**config.mk**
```make
export PLATFORM = sky130hd
export DESIGN_NAME = linear_interp_upsampler_adjoint_core_flat
export DESIGN_NICKNAME = d
export VERILOG_FILES = /design/src/liu_adj_pkg.sv /design/src/liu_adj_in_if.sv /design/src/liu_adj_out_if.sv /design/src/liu_adj_cfg_if.sv /design/src/liu_adj_ctrl.sv /design/src/liu_adj_dp.sv /design/src/linear_interp_upsampler_adjoint_core.sv /design/src/flat_wrapper.sv
export SDC_FILE = /design/constraint.sdc
export NUM_CORES = 2
export LEC_CHECK = 0
export BUFFER_PORTS_ARGS = -buffer_cell sky130_fd_sc_hd__buf_4
export CELL_PAD_IN_SITES_DETAIL_PLACEMENT = 2
export CELL_PAD_IN_SITES_GLOBAL_PLACEMENT = 2
export CORE_MARGIN = 1.5
export CORE_UTILIZATION = 46
export CTS_BUF_LIST = sky130_fd_sc_hd__clkbuf_8
export DETAILED_ROUTE_END_ITERATION = 8
export PLACE_DENSITY_LB_ADDON = 0.1
export SYNTH_ARGS = -nofsm -noshare
export SYNTH_HDL_FRONTEND = slang
export SYNTH_SLANG_ARGS = --single-unit
export TNS_END_PERCENT = 1
```
**constraint.sdc**
```tcl
create_clock -name clk -period 14.1 [get_ports clk]
set_clock_uncertainty 0.1 [all_clocks]
set_input_delay 1.41 -clock clk [delete_from_list [all_inputs] [get_ports clk]]
set_output_delay 1.41 -clock clk [all_outputs]
set_load 0.05 [all_outputs]
```
**src/liu_adj_pkg.sv**
```systemverilog
package liu_adj_pkg;

  localparam int SAMPLE_W   = 24;
  localparam int VALUE_W    = 32;
  localparam int ACC_W      = 48;
  localparam int GAIN_W     = 25;
  localparam int FACTOR_W   = 6;
  localparam int PHASE_W    = 5;
  localparam int MAX_FACTOR = 32;
  localparam int CFG_IDX_W  = 2;
  localparam int CFG_DATA_W = 25;
  localparam int FRAC_W     = 24;

  // Register indexes of the configuration port.
  typedef enum logic [CFG_IDX_W-1:0] {
    REG_MODE   = 2'd0,
    REG_FACTOR = 2'd1,
    REG_GAIN   = 2'd2
  } reg_idx_t;

  // Commands from the controller to the datapath.
  typedef struct packed {
    logic capture;    // take the input beat
    logic f_pair;     // open a forward interval from prev and cur
    logic f_final;    // load the trace-end term cur*F
    logic save_prev;  // cur becomes the previous coarse sample
    logic clear;      // return the trace state to its reset value
    logic a_prod;     // form the two adjoint weight products
    logic a_acc;      // fold the products into the accumulators
    logic mul;        // scale the operand by gain
    logic step;       // advance the forward operand by one fine sample
    logic emit;       // load the output register
    logic out_last;
    logic out_done;
  } cmd_t;

  // Status from the datapath to the controller.
  typedef struct packed {
    logic have_prev;
    logic trace_end;
    logic mode;
    logic k_last;
    logic a_emit;
    logic out_free;
  } sts_t;

endpackage

```
**src/liu_adj_in_if.sv**
```systemverilog
interface liu_adj_in_if import liu_adj_pkg::*; ();
  logic                       valid;
  logic                       ready;
  logic signed [SAMPLE_W-1:0] sample;
  logic                       trace_end;

  modport source (output valid, output sample, output trace_end, input ready);
  modport sink (input valid, input sample, input trace_end, output ready);
endinterface

```
**src/liu_adj_out_if.sv**
```systemverilog
interface liu_adj_out_if import liu_adj_pkg::*; ();
  logic                      valid;
  logic                      ready;
  logic signed [VALUE_W-1:0] value;
  logic                      run_last;
  logic                      trace_done;
  logic                      misaligned;

  modport source (output valid, output value, output run_last, output trace_done,
                  output misaligned, input ready);
  modport sink (input valid, input value, input run_last, input trace_done,
                input misaligned, output ready);
endinterface

```
**src/liu_adj_cfg_if.sv**
```systemverilog
interface liu_adj_cfg_if import liu_adj_pkg::*; ();
  logic                  valid;
  logic                  ready;
  logic [CFG_IDX_W-1:0]  index;
  logic [CFG_DATA_W-1:0] data;

  modport source (output valid, output index, output data, input ready);
  modport sink (input valid, input index, input data, output ready);
endinterface

```
**src/liu_adj_ctrl.sv**
```systemverilog
module liu_adj_ctrl import liu_adj_pkg::*; (
  input  logic clk,
  input  logic rst,
  input  logic in_valid,
  output logic in_ready,
  input  sts_t sts,
  output cmd_t cmd
);

  typedef enum logic [5:0] {
    S_IDLE  = 6'b000001,
    S_FPREP = 6'b000010,
    S_APROD = 6'b000100,
    S_AACC  = 6'b001000,
    S_MUL   = 6'b010000,
    S_SUM   = 6'b100000
  } state_t;

  state_t state, state_next;
  logic   is_final, is_final_next;

  assign in_ready = (state == S_IDLE) && !rst;

  always_comb begin
    cmd           = '0;
    state_next    = state;
    is_final_next = is_final;
    unique case (state)
      S_IDLE: begin
        if (in_valid) begin
          cmd.capture = 1'b1;
          state_next  = sts.mode ? S_APROD : S_FPREP;
        end
      end
      S_FPREP: begin
        if (sts.have_prev) begin
          cmd.f_pair    = 1'b1;
          is_final_next = 1'b0;
          state_next    = S_MUL;
        end else if (sts.trace_end) begin
          cmd.f_final   = 1'b1;
          is_final_next = 1'b1;
          state_next    = S_MUL;
        end else begin
          cmd.save_prev = 1'b1;
          state_next    = S_IDLE;
        end
      end
      S_APROD: begin
        cmd.a_prod = 1'b1;
        state_next = S_AACC;
      end
      S_AACC: begin
        cmd.a_acc  = 1'b1;
        state_next = sts.a_emit ? S_MUL : S_IDLE;
      end
      S_MUL: begin
        cmd.mul    = 1'b1;
        state_next = S_SUM;
      end
      S_SUM: begin
        if (sts.out_free) begin
          cmd.emit = 1'b1;
          if (sts.mode) begin
            cmd.out_last = 1'b1;
            cmd.out_done = sts.trace_end;
            state_next   = S_IDLE;
          end else if (is_final) begin
            cmd.out_last = 1'b1;
            cmd.out_done = 1'b1;
            cmd.clear    = 1'b1;
            state_next   = S_IDLE;
          end else if (!sts.k_last) begin
            cmd.step   = 1'b1;
            state_next = S_MUL;
          end else if (sts.trace_end) begin
            // The interval is done; the trace-end term follows.
            cmd.clear  = 1'b1;
            state_next = S_FPREP;
          end else begin
            cmd.out_last  = 1'b1;
            cmd.save_prev = 1'b1;
            state_next    = S_IDLE;
          end
        end
      end
      default: state_next = S_IDLE;
    endcase
  end

  always_ff @(posedge clk) begin
    if (rst) begin
      state    <= S_IDLE;
      is_final <= 1'b0;
    end else begin
      state    <= state_next;
      is_final <= is_final_next;
    end
  end

endmodule

```
**src/liu_adj_dp.sv**
```systemverilog
module liu_adj_dp import liu_adj_pkg::*; (
  input  logic                       clk,
  input  logic                       rst,
  input  cmd_t                       cmd,
  output sts_t                       sts,
  input  logic signed [SAMPLE_W-1:0] in_sample,
  input  logic                       in_trace_end,
  input  logic                       cfg_valid,
  input  logic [CFG_IDX_W-1:0]       cfg_index,
  input  logic [CFG_DATA_W-1:0]      cfg_data,
  output logic                       out_valid,
  input  logic                       out_ready,
  output logic signed [VALUE_W-1:0]  out_value,
  output logic                       out_run_last,
  output logic                       out_trace_done,
  output logic                       out_misaligned
);

  localparam int PROD_W = SAMPLE_W + FACTOR_W + 1;
  localparam int HALF_W = ACC_W - FRAC_W;
  localparam int PLO_W  = FRAC_W + GAIN_W;
  localparam int PHI_W  = HALF_W + GAIN_W + 1;
  localparam int SUM_W  = PHI_W + 1;

  // Configuration.
  logic                mode;
  logic [FACTOR_W-1:0] factor;
  logic [GAIN_W-1:0]   gain;

  // Trace state.
  logic signed [SAMPLE_W-1:0] prev;
  logic                       have_prev;
  logic [PHASE_W-1:0]         phase;
  logic signed [ACC_W-1:0]    acc_cur;
  logic signed [ACC_W-1:0]    acc_fol;

  // Working registers of the current item.
  logic signed [SAMPLE_W-1:0] cur;
  logic                       end_r;
  logic signed [SAMPLE_W:0]   delta;
  logic [PHASE_W-1:0]         kcnt;
  logic signed [ACC_W-1:0]    x;
  logic                       mis_r;
  logic signed [PROD_W-1:0]   wc;
  logic signed [PROD_W-1:0]   wf;
  logic [PLO_W-1:0]           p_lo;
  logic signed [PHI_W-1:0]    p_hi;

  logic [FACTOR_W-1:0]      f_eff;
  logic [PHASE_W-1:0]       fm1;
  logic [PHASE_W-1:0]       kcl;
  logic signed [ACC_W:0]    sum_c;
  logic signed [ACC_W:0]    sum_f;
  logic signed [ACC_W-1:0]  sat_c;
  logic signed [ACC_W-1:0]  sat_f;
  logic signed [PROD_W-1:0] f_mul;
  logic signed [SUM_W-1:0]  scaled;
  logic signed [VALUE_W-1:0] scaled_sat;

  function automatic logic signed [ACC_W-1:0] sat_acc(input logic signed [ACC_W:0] v);
    logic signed [ACC_W-1:0] r;
    if (v[ACC_W] != v[ACC_W-1]) begin
      r = v[ACC_W] ? {1'b1, {(ACC_W-1){1'b0}}} : {1'b0, {(ACC_W-1){1'b1}}};
    end else begin
      r = v[ACC_W-1:0];
    end
    return r;
  endfunction

  always_comb begin
    if (factor == '0) begin
      f_eff = FACTOR_W'(1);
    end else if (factor > FACTOR_W'(MAX_FACTOR)) begin
      f_eff = FACTOR_W'(MAX_FACTOR);
    end else begin
      f_eff = factor;
    end
  end

  assign fm1   = PHASE_W'(f_eff - FACTOR_W'(1));
  assign kcl   = (phase > fm1) ? fm1 : phase;
  assign sum_c = (ACC_W+1)'(acc_cur) + (ACC_W+1)'(wc);
  assign sum_f = (ACC_W+1)'(acc_fol) + (ACC_W+1)'(wf);
  assign sat_c = sat_acc(sum_c);
  assign sat_f = sat_acc(sum_f);

  // Forward operand: prev*F when an interval opens, cur*F for the trace-end term.
  assign f_mul = (have_prev ? prev : cur) * $signed({1'b0, f_eff});

  // floor(x*gain / 2^24) from the two halves of x, then clamped to 32 bits.
  assign scaled = SUM_W'(p_hi) + SUM_W'($signed({1'b0, p_lo[PLO_W-1:FRAC_W]}));
  always_comb begin
    if (scaled > SUM_W'(32'sh7FFF_FFFF)) begin
      scaled_sat = {1'b0, {(VALUE_W-1){1'b1}}};
    end else if (scaled < -SUM_W'(33'sh0_8000_0000)) begin
      scaled_sat = {1'b1, {(VALUE_W-1){1'b0}}};
    end else begin
      scaled_sat = scaled[VALUE_W-1:0];
    end
  end

  assign sts.have_prev = have_prev;
  assign sts.trace_end = end_r;
  assign sts.mode      = mode;
  assign sts.k_last    = (kcnt == fm1);
  assign sts.a_emit    = end_r || (kcl == fm1);
  assign sts.out_free  = !out_valid || out_ready;

  always_ff @(posedge clk) begin
    if (rst) begin
      mode   <= 1'b0;
      factor <= FACTOR_W'(1);
      gain   <= GAIN_W'(1) << FRAC_W;
    end else if (cfg_valid) begin
      unique case (cfg_index)
        REG_MODE:   mode   <= cfg_data[0];
        REG_FACTOR: factor <= cfg_data[FACTOR_W-1:0];
        REG_GAIN:   gain   <= cfg_data[GAIN_W-1:0];
        default: ;
      endcase
    end
  end

  always_ff @(posedge clk) begin
    if (rst) begin
      prev      <= '0;
      have_prev <= 1'b0;
      phase     <= '0;
      acc_cur   <= '0;
      acc_fol   <= '0;
    end else if (cmd.clear) begin
      prev      <= '0;
      have_prev <= 1'b0;
      phase     <= '0;
      acc_cur   <= '0;
      acc_fol   <= '0;
    end else if (cmd.save_prev) begin
      prev      <= cur;
      have_prev <= 1'b1;
    end else if (cmd.a_acc) begin
      if (end_r) begin
        prev      <= '0;
        have_prev <= 1'b0;
        phase     <= '0;
        acc_cur   <= '0;
        acc_fol   <= '0;
      end else if (kcl == fm1) begin
        acc_cur <= sat_f;
        acc_fol <= '0;
        phase   <= '0;
      end else begin
        acc_cur <= sat_c;
        acc_fol <= sat_f;
        phase   <= kcl + PHASE_W'(1);
      end
    end
  end

  always_ff @(posedge clk) begin
    if (cmd.capture) begin
      cur   <= in_sample;
      end_r <= in_trace_end;
    end
    if (cmd.f_pair) begin
      x     <= ACC_W'(f_mul);
      delta <= (SAMPLE_W+1)'(cur) - (SAMPLE_W+1)'(prev);
      kcnt  <= '0;
      mis_r <= 1'b0;
    end else if (cmd.f_final) begin
      x     <= ACC_W'(f_mul);
      mis_r <= 1'b0;
    end else if (cmd.step) begin
      x    <= x + ACC_W'(delta);
      kcnt <= kcnt + PHASE_W'(1);
    end else if (cmd.a_acc) begin
      x     <= sat_c;
      mis_r <= end_r && (phase != '0);
    end
    if (cmd.a_prod) begin
      wc <= cur * $signed({1'b0, f_eff - FACTOR_W'(kcl)});
      wf <= cur * $signed({2'b0, kcl});
    end
    if (cmd.mul) begin
      p_lo <= x[FRAC_W-1:0] * gain;
      p_hi <= $signed(x[ACC_W-1:FRAC_W]) * $signed({1'b0, gain});
    end
  end

  always_ff @(posedge clk) begin
    if (rst) begin
      out_valid <= 1'b0;
    end else if (cmd.emit) begin
      out_valid <= 1'b1;
    end else if (out_ready) begin
      out_valid <= 1'b0;
    end
  end

  always_ff @(posedge clk) begin
    if (cmd.emit) begin
      out_value      <= scaled_sat;
      out_run_last   <= cmd.out_last;
      out_trace_done <= cmd.out_done;
      out_misaligned <= mis_r && cmd.out_done;
    end
  end

endmodule

```
**src/linear_interp_upsampler_adjoint_core.sv**
```systemverilog
// Linear-interpolation upsampler with an adjoint accumulation mode.
// Channels: din carries one sample per beat with a trace_end mark, dout carries
// result beats (value, run_last, trace_done, misaligned), and cfg writes the
// mode, factor and gain registers; cfg is ready whenever reset is released.
// The user must write cfg only while the block is idle; the block itself does
// not enforce this. In forward mode each coarse sample after the first yields
// F fine results, each through the multiply and sum steps of the scaling unit,
// and a sample that ends the trace adds the extra trace-end term. In adjoint
// mode an item forms the weight products and folds them into the accumulators
// and uses the scaling unit only to complete an interval or end the trace. The
// shared scaling unit splits the 48-bit operand into two 24-bit halves,
// multiplies both by gain into registers and adds the partial products. din is
// ready only while the controller waits for a new item, but a finished result
// may still sit in the output register then. When the receiver stalls, the
// output register holds its beat and the controller waits before loading the
// next one. A synchronous reset holds din and cfg not ready, clears the trace
// state and accumulators and loads mode 0, factor 1 and unity gain.
module linear_interp_upsampler_adjoint_core import liu_adj_pkg::*; (
  input  logic         clk,
  input  logic         rst,
  liu_adj_in_if.sink   din,
  liu_adj_out_if.source dout,
  liu_adj_cfg_if.sink  cfg
);

  cmd_t cmd;
  sts_t sts;

  // The register file never stalls a write once reset is released.
  assign cfg.ready = !rst;

  // The controller sequences one item at a time through the datapath.
  liu_adj_ctrl u_ctrl (
    .clk      (clk),
    .rst      (rst),
    .in_valid (din.valid),
    .in_ready (din.ready),
    .sts      (sts),
    .cmd      (cmd)
  );

  // The datapath holds configuration, trace state, the scaling unit and the
  // output register.
  liu_adj_dp u_dp (
    .clk            (clk),
    .rst            (rst),
    .cmd            (cmd),
    .sts            (sts),
    .in_sample      (din.sample),
    .in_trace_end   (din.trace_end),
    .cfg_valid      (cfg.valid),
    .cfg_index      (cfg.index),
    .cfg_data       (cfg.data),
    .out_valid      (dout.valid),
    .out_ready      (dout.ready),
    .out_value      (dout.value),
    .out_run_last   (dout.run_last),
    .out_trace_done (dout.trace_done),
    .out_misaligned (dout.misaligned)
  );

endmodule

```
**src/flat_wrapper.sv**
```systemverilog
// flat-port wrapper written by rule: the top's interface ports become plain ports
module linear_interp_upsampler_adjoint_core_flat import liu_adj_pkg::*;
  (clk, rst, din_valid, din_sample, din_trace_end, din_ready, dout_valid, dout_value, dout_run_last, dout_trace_done, dout_misaligned, dout_ready, cfg_valid, cfg_index, cfg_data, cfg_ready);
  liu_adj_in_if din_i ();
  liu_adj_out_if dout_i ();
  liu_adj_cfg_if cfg_i ();
  input  logic clk;
  input  logic rst;
  input wire logic [$bits(din_i.valid)-1:0] din_valid;
  input wire logic [$bits(din_i.sample)-1:0] din_sample;
  input wire logic [$bits(din_i.trace_end)-1:0] din_trace_end;
  output wire logic [$bits(din_i.ready)-1:0] din_ready;
  output wire logic [$bits(dout_i.valid)-1:0] dout_valid;
  output wire logic [$bits(dout_i.value)-1:0] dout_value;
  output wire logic [$bits(dout_i.run_last)-1:0] dout_run_last;
  output wire logic [$bits(dout_i.trace_done)-1:0] dout_trace_done;
  output wire logic [$bits(dout_i.misaligned)-1:0] dout_misaligned;
  input wire logic [$bits(dout_i.ready)-1:0] dout_ready;
  input wire logic [$bits(cfg_i.valid)-1:0] cfg_valid;
  input wire logic [$bits(cfg_i.index)-1:0] cfg_index;
  input wire logic [$bits(cfg_i.data)-1:0] cfg_data;
  output wire logic [$bits(cfg_i.ready)-1:0] cfg_ready;
  assign din_i.valid = din_valid;
  assign din_i.sample = din_sample;
  assign din_i.trace_end = din_trace_end;
  assign din_ready = din_i.ready;
  assign dout_valid = dout_i.valid;
  assign dout_value = dout_i.value;
  assign dout_run_last = dout_i.run_last;
  assign dout_trace_done = dout_i.trace_done;
  assign dout_misaligned = dout_i.misaligned;
  assign dout_i.ready = dout_ready;
  assign cfg_i.valid = cfg_valid;
  assign cfg_i.index = cfg_index;
  assign cfg_i.data = cfg_data;
  assign cfg_ready = cfg_i.ready;
  linear_interp_upsampler_adjoint_core u_core (.clk(clk), .rst(rst), .din(din_i), .dout(dout_i), .cfg(cfg_i));
endmodule
```
==> qor.yml <==
synth_top_area_share_pct: 32.7
reg2regPathDepth: 37
synth_top_area_cell: "fa_1"
min_path_type: "reg2reg"
die_h_um: 417
grt_pass1_vias: 76000
initial_utilization_pct: 46.4
clk_latency_ns: 0.90
antenna_found_initial: 14
ys_async_sr_fraction_pct: 0
cts_root_buffer: "clkbuf_8"
cp_common_cell: "o21a_1"
cp-end-kind: "flip-flop"
slew_headroom_pct: 11.3
hold_buffers: 0
cts_tree: "yes"
synth_ff_type: "edfxtp_1"
critPathRequiredTime_ns: 14.63
fin_ws_ns: 2.98
drt_iter0_markers: 3491
yosys_warnings: 0
critPathBufInv: 3
wl_um: 300000
via_count: 63900
cp-start-kind: "flip-flop"
synth_top_cells_by_count: "inv_1 (1404), fa_1 (1284), nand2_1 (1232)"
cp_slowest_cell: "xor2_2"
first_pass_iters: 6
power_mw: 10.6
p_leak_nw: 39.1
status: "completed"
drive_above_1_share_pct: 5.44
ys_seq_area_share_pct: 14.6
placed_area_um2: 81700
cts_buffers: 90
hold_viol: 0
viasPerCell: 5.85
maxSlewViolCount: 0
fmax_ghz: 0.0899
powerDensity_nw_per_um2: 126
worstSetupPathDepth: 37
setup_viol: 0
rows: 151
synth.most_common_cell: "inv_1"
ys_types: 90
io_buffers: 94
postCtsSetupBuffers: 0
pre_cts_slack_ns: 3.04
gp_congestion: 0.883
cts.repair.resized: 0
rsz0062_at_grt: "no"
worstSetupPathType: "reg2reg"
tightest_slew_ns: 1.33
ant_nets: 0
synth.avg_cell_area_um2: 9.00
drc: 0
grt_use_total_pct: 35.1
nNetsFinal: 10700
ys_top_cells_by_area: "fa_1 (33%), ha_1 (12%), edfxtp_1 (10%)"
tns_ns: 0
htree_num_levels: 3
area_growth_pct: 6.29
grt_max_degree: 63
grt_pass1_wl_um: 462000
dp_hpwl_um: 235000
synth_seq_cells: 441
synthesis.area_um2: 78700
ios: 95
synth_cells: 8737
hold_path_depth: 2
finalWorstPathRequiredPeriod_ns: 11.12
max_stage_delay_ns: 0.96
crit_family: "compound AO/OA/AOI/OAI gates"
period_share_pct: 78.9
clock_path_buffers: 3
ir_drop_mv: 0.288
cp.arrival_ns: 11.65
die_area_um2: 173000
synth.net_count: 10800
maxCapViolCount: 0
core_area_um2: 170000
dp_cells: 10800
synth-edff-count: 269
final_area_um2: 83600
chipWidth_um: 417
instances_no_fill: 10900
wl_per_cell_um: 27.5
overflow: 0
clk_pin_slew_ns: 0.06
cp_max_fo: 27
cts_sinks: 441
[cells by family after synthesis]
kind of cell    after synthesis  share of synthesized area (%)
buf+inv                    1840                           8.82
mux                          58                          0.778
fa+ha+maj                  2047                           44.8
flops                       441                           14.6
xor+xnor                    353                           3.93
compound gates             1323                           10.9
simple gates               2675                           16.1
[state kept, by name (all words and copies together) (netlist names), 5 cells and up]
signal / flops
u_core.u_dp.factor: 6
u_core.u_dp.p_hi: 50
u_core.u_dp.x: 48
u_core.u_dp.gain: 25
u_core.u_dp.out_value: 32
u_core.u_dp.wc: 31
u_core.u_ctrl.state: 6
u_core.u_dp.p_lo: 25
u_core.u_dp.cur: 24
u_core.u_dp.wf: 30
u_core.u_dp.acc_cur: 48
u_core.u_dp.prev: 24
u_core.u_dp.acc_fol: 48
u_core.u_dp.kcnt: 5
u_core.u_dp.delta: 25
u_core.u_dp.phase: 5
[metal layers]
metal | routed length (um) | part of all wire (%) | global-route usage (%) | vias to the layer above
li1 | - | - | - | 27700
met1 | 119000 | 40 | 41.7 | 33800
met2 | 153000 | 51 | 63.0 | 1734
met3 | 13300 | 4.4 | 4.62 | 733
met4 | 15300 | 5.1 | 15.7 | 8
met5 | 61 | 0.020 | 0 | -
[cell usage in the layout (no fill, tap or decap), drive strengths merged, types with 41 or more instances in the layout]
cell    synthesis  routed
a211oi         54      54
a21o          180     180
a21oi         356     356
a22oi          69      69
and2          524     524
and3           46      46
buf            16     232
clkbuf        418     100
dfxtp         172     172
edfxtp        269     269
fa           1284    1284
ha            763     763
inv          1404    1430
nand2        1232    1232
nand2b        113     113
nand3          70      70
nand4          53      53
nor2          378     378
nor2b         121     121
nor3           54      54
o21a           53      53
o21ai         290     290
o21bai         41      41
xnor2         228     228
xor2          125     125
[through the flow]
stage	hold slack [ns]	utilization (%)
final	0.351	49.3
after global routing	0.360	49.3
after CTS	0.349	49.3
after detailed placement	0.339	48.2
after global placement	0.330	48.2
after floorplan	0.322	-
[worst min-delay path, delay by kind of cell (launching register included)]
kind / cells / cell delay (ns)
flops: 1 / 0.31
simple gates: 2 / 0.09
[power breakdown]
part	internal (mW)	switching [mW]	leakage [nW]	total, mW
Clock	0.771	0.726	1.06	1.50
Sequential	1.73	0.0591	3.84	1.79
Combinational	2.90	4.37	34.2	7.27
Total	5.41	5.16	39.1	10.6
[final timing paths]
path | from | to | slack, ns
worst max-delay path | u_core.u_dp.factor[1]$_SDFFE_PP0P_ | u_core.u_dp.wc[30]$_DFFE_PP_ | 2.98
worst min-delay path | u_core.u_dp.acc_cur[27]$_SDFFE_PP0P_ | u_core.u_dp.acc_cur[27]$_SDFFE_PP0P_ | 0.35
worst max register to register | u_core.u_dp.factor[1]$_SDFFE_PP0P_ | u_core.u_dp.wc[30]$_DFFE_PP_ | 2.98
worst min register to register | u_core.u_dp.acc_cur[27]$_SDFFE_PP0P_ | u_core.u_dp.acc_cur[27]$_SDFFE_PP0P_ | 0.35
[final cells by class]
cell class	count	area (um2)
Fill cell	18300	86100
Multi-Input combinational cell	6456	60300
Sequential cell	441	11600
Inverter	1406	5280
Tap cell	2218	2780
Timing Repair Buffer	232	1740
Clock buffer	100	1380
Clock inverter	67	512
Antenna cell	8	20.0
Note: power is estimated with default switching activity, not from simulation.
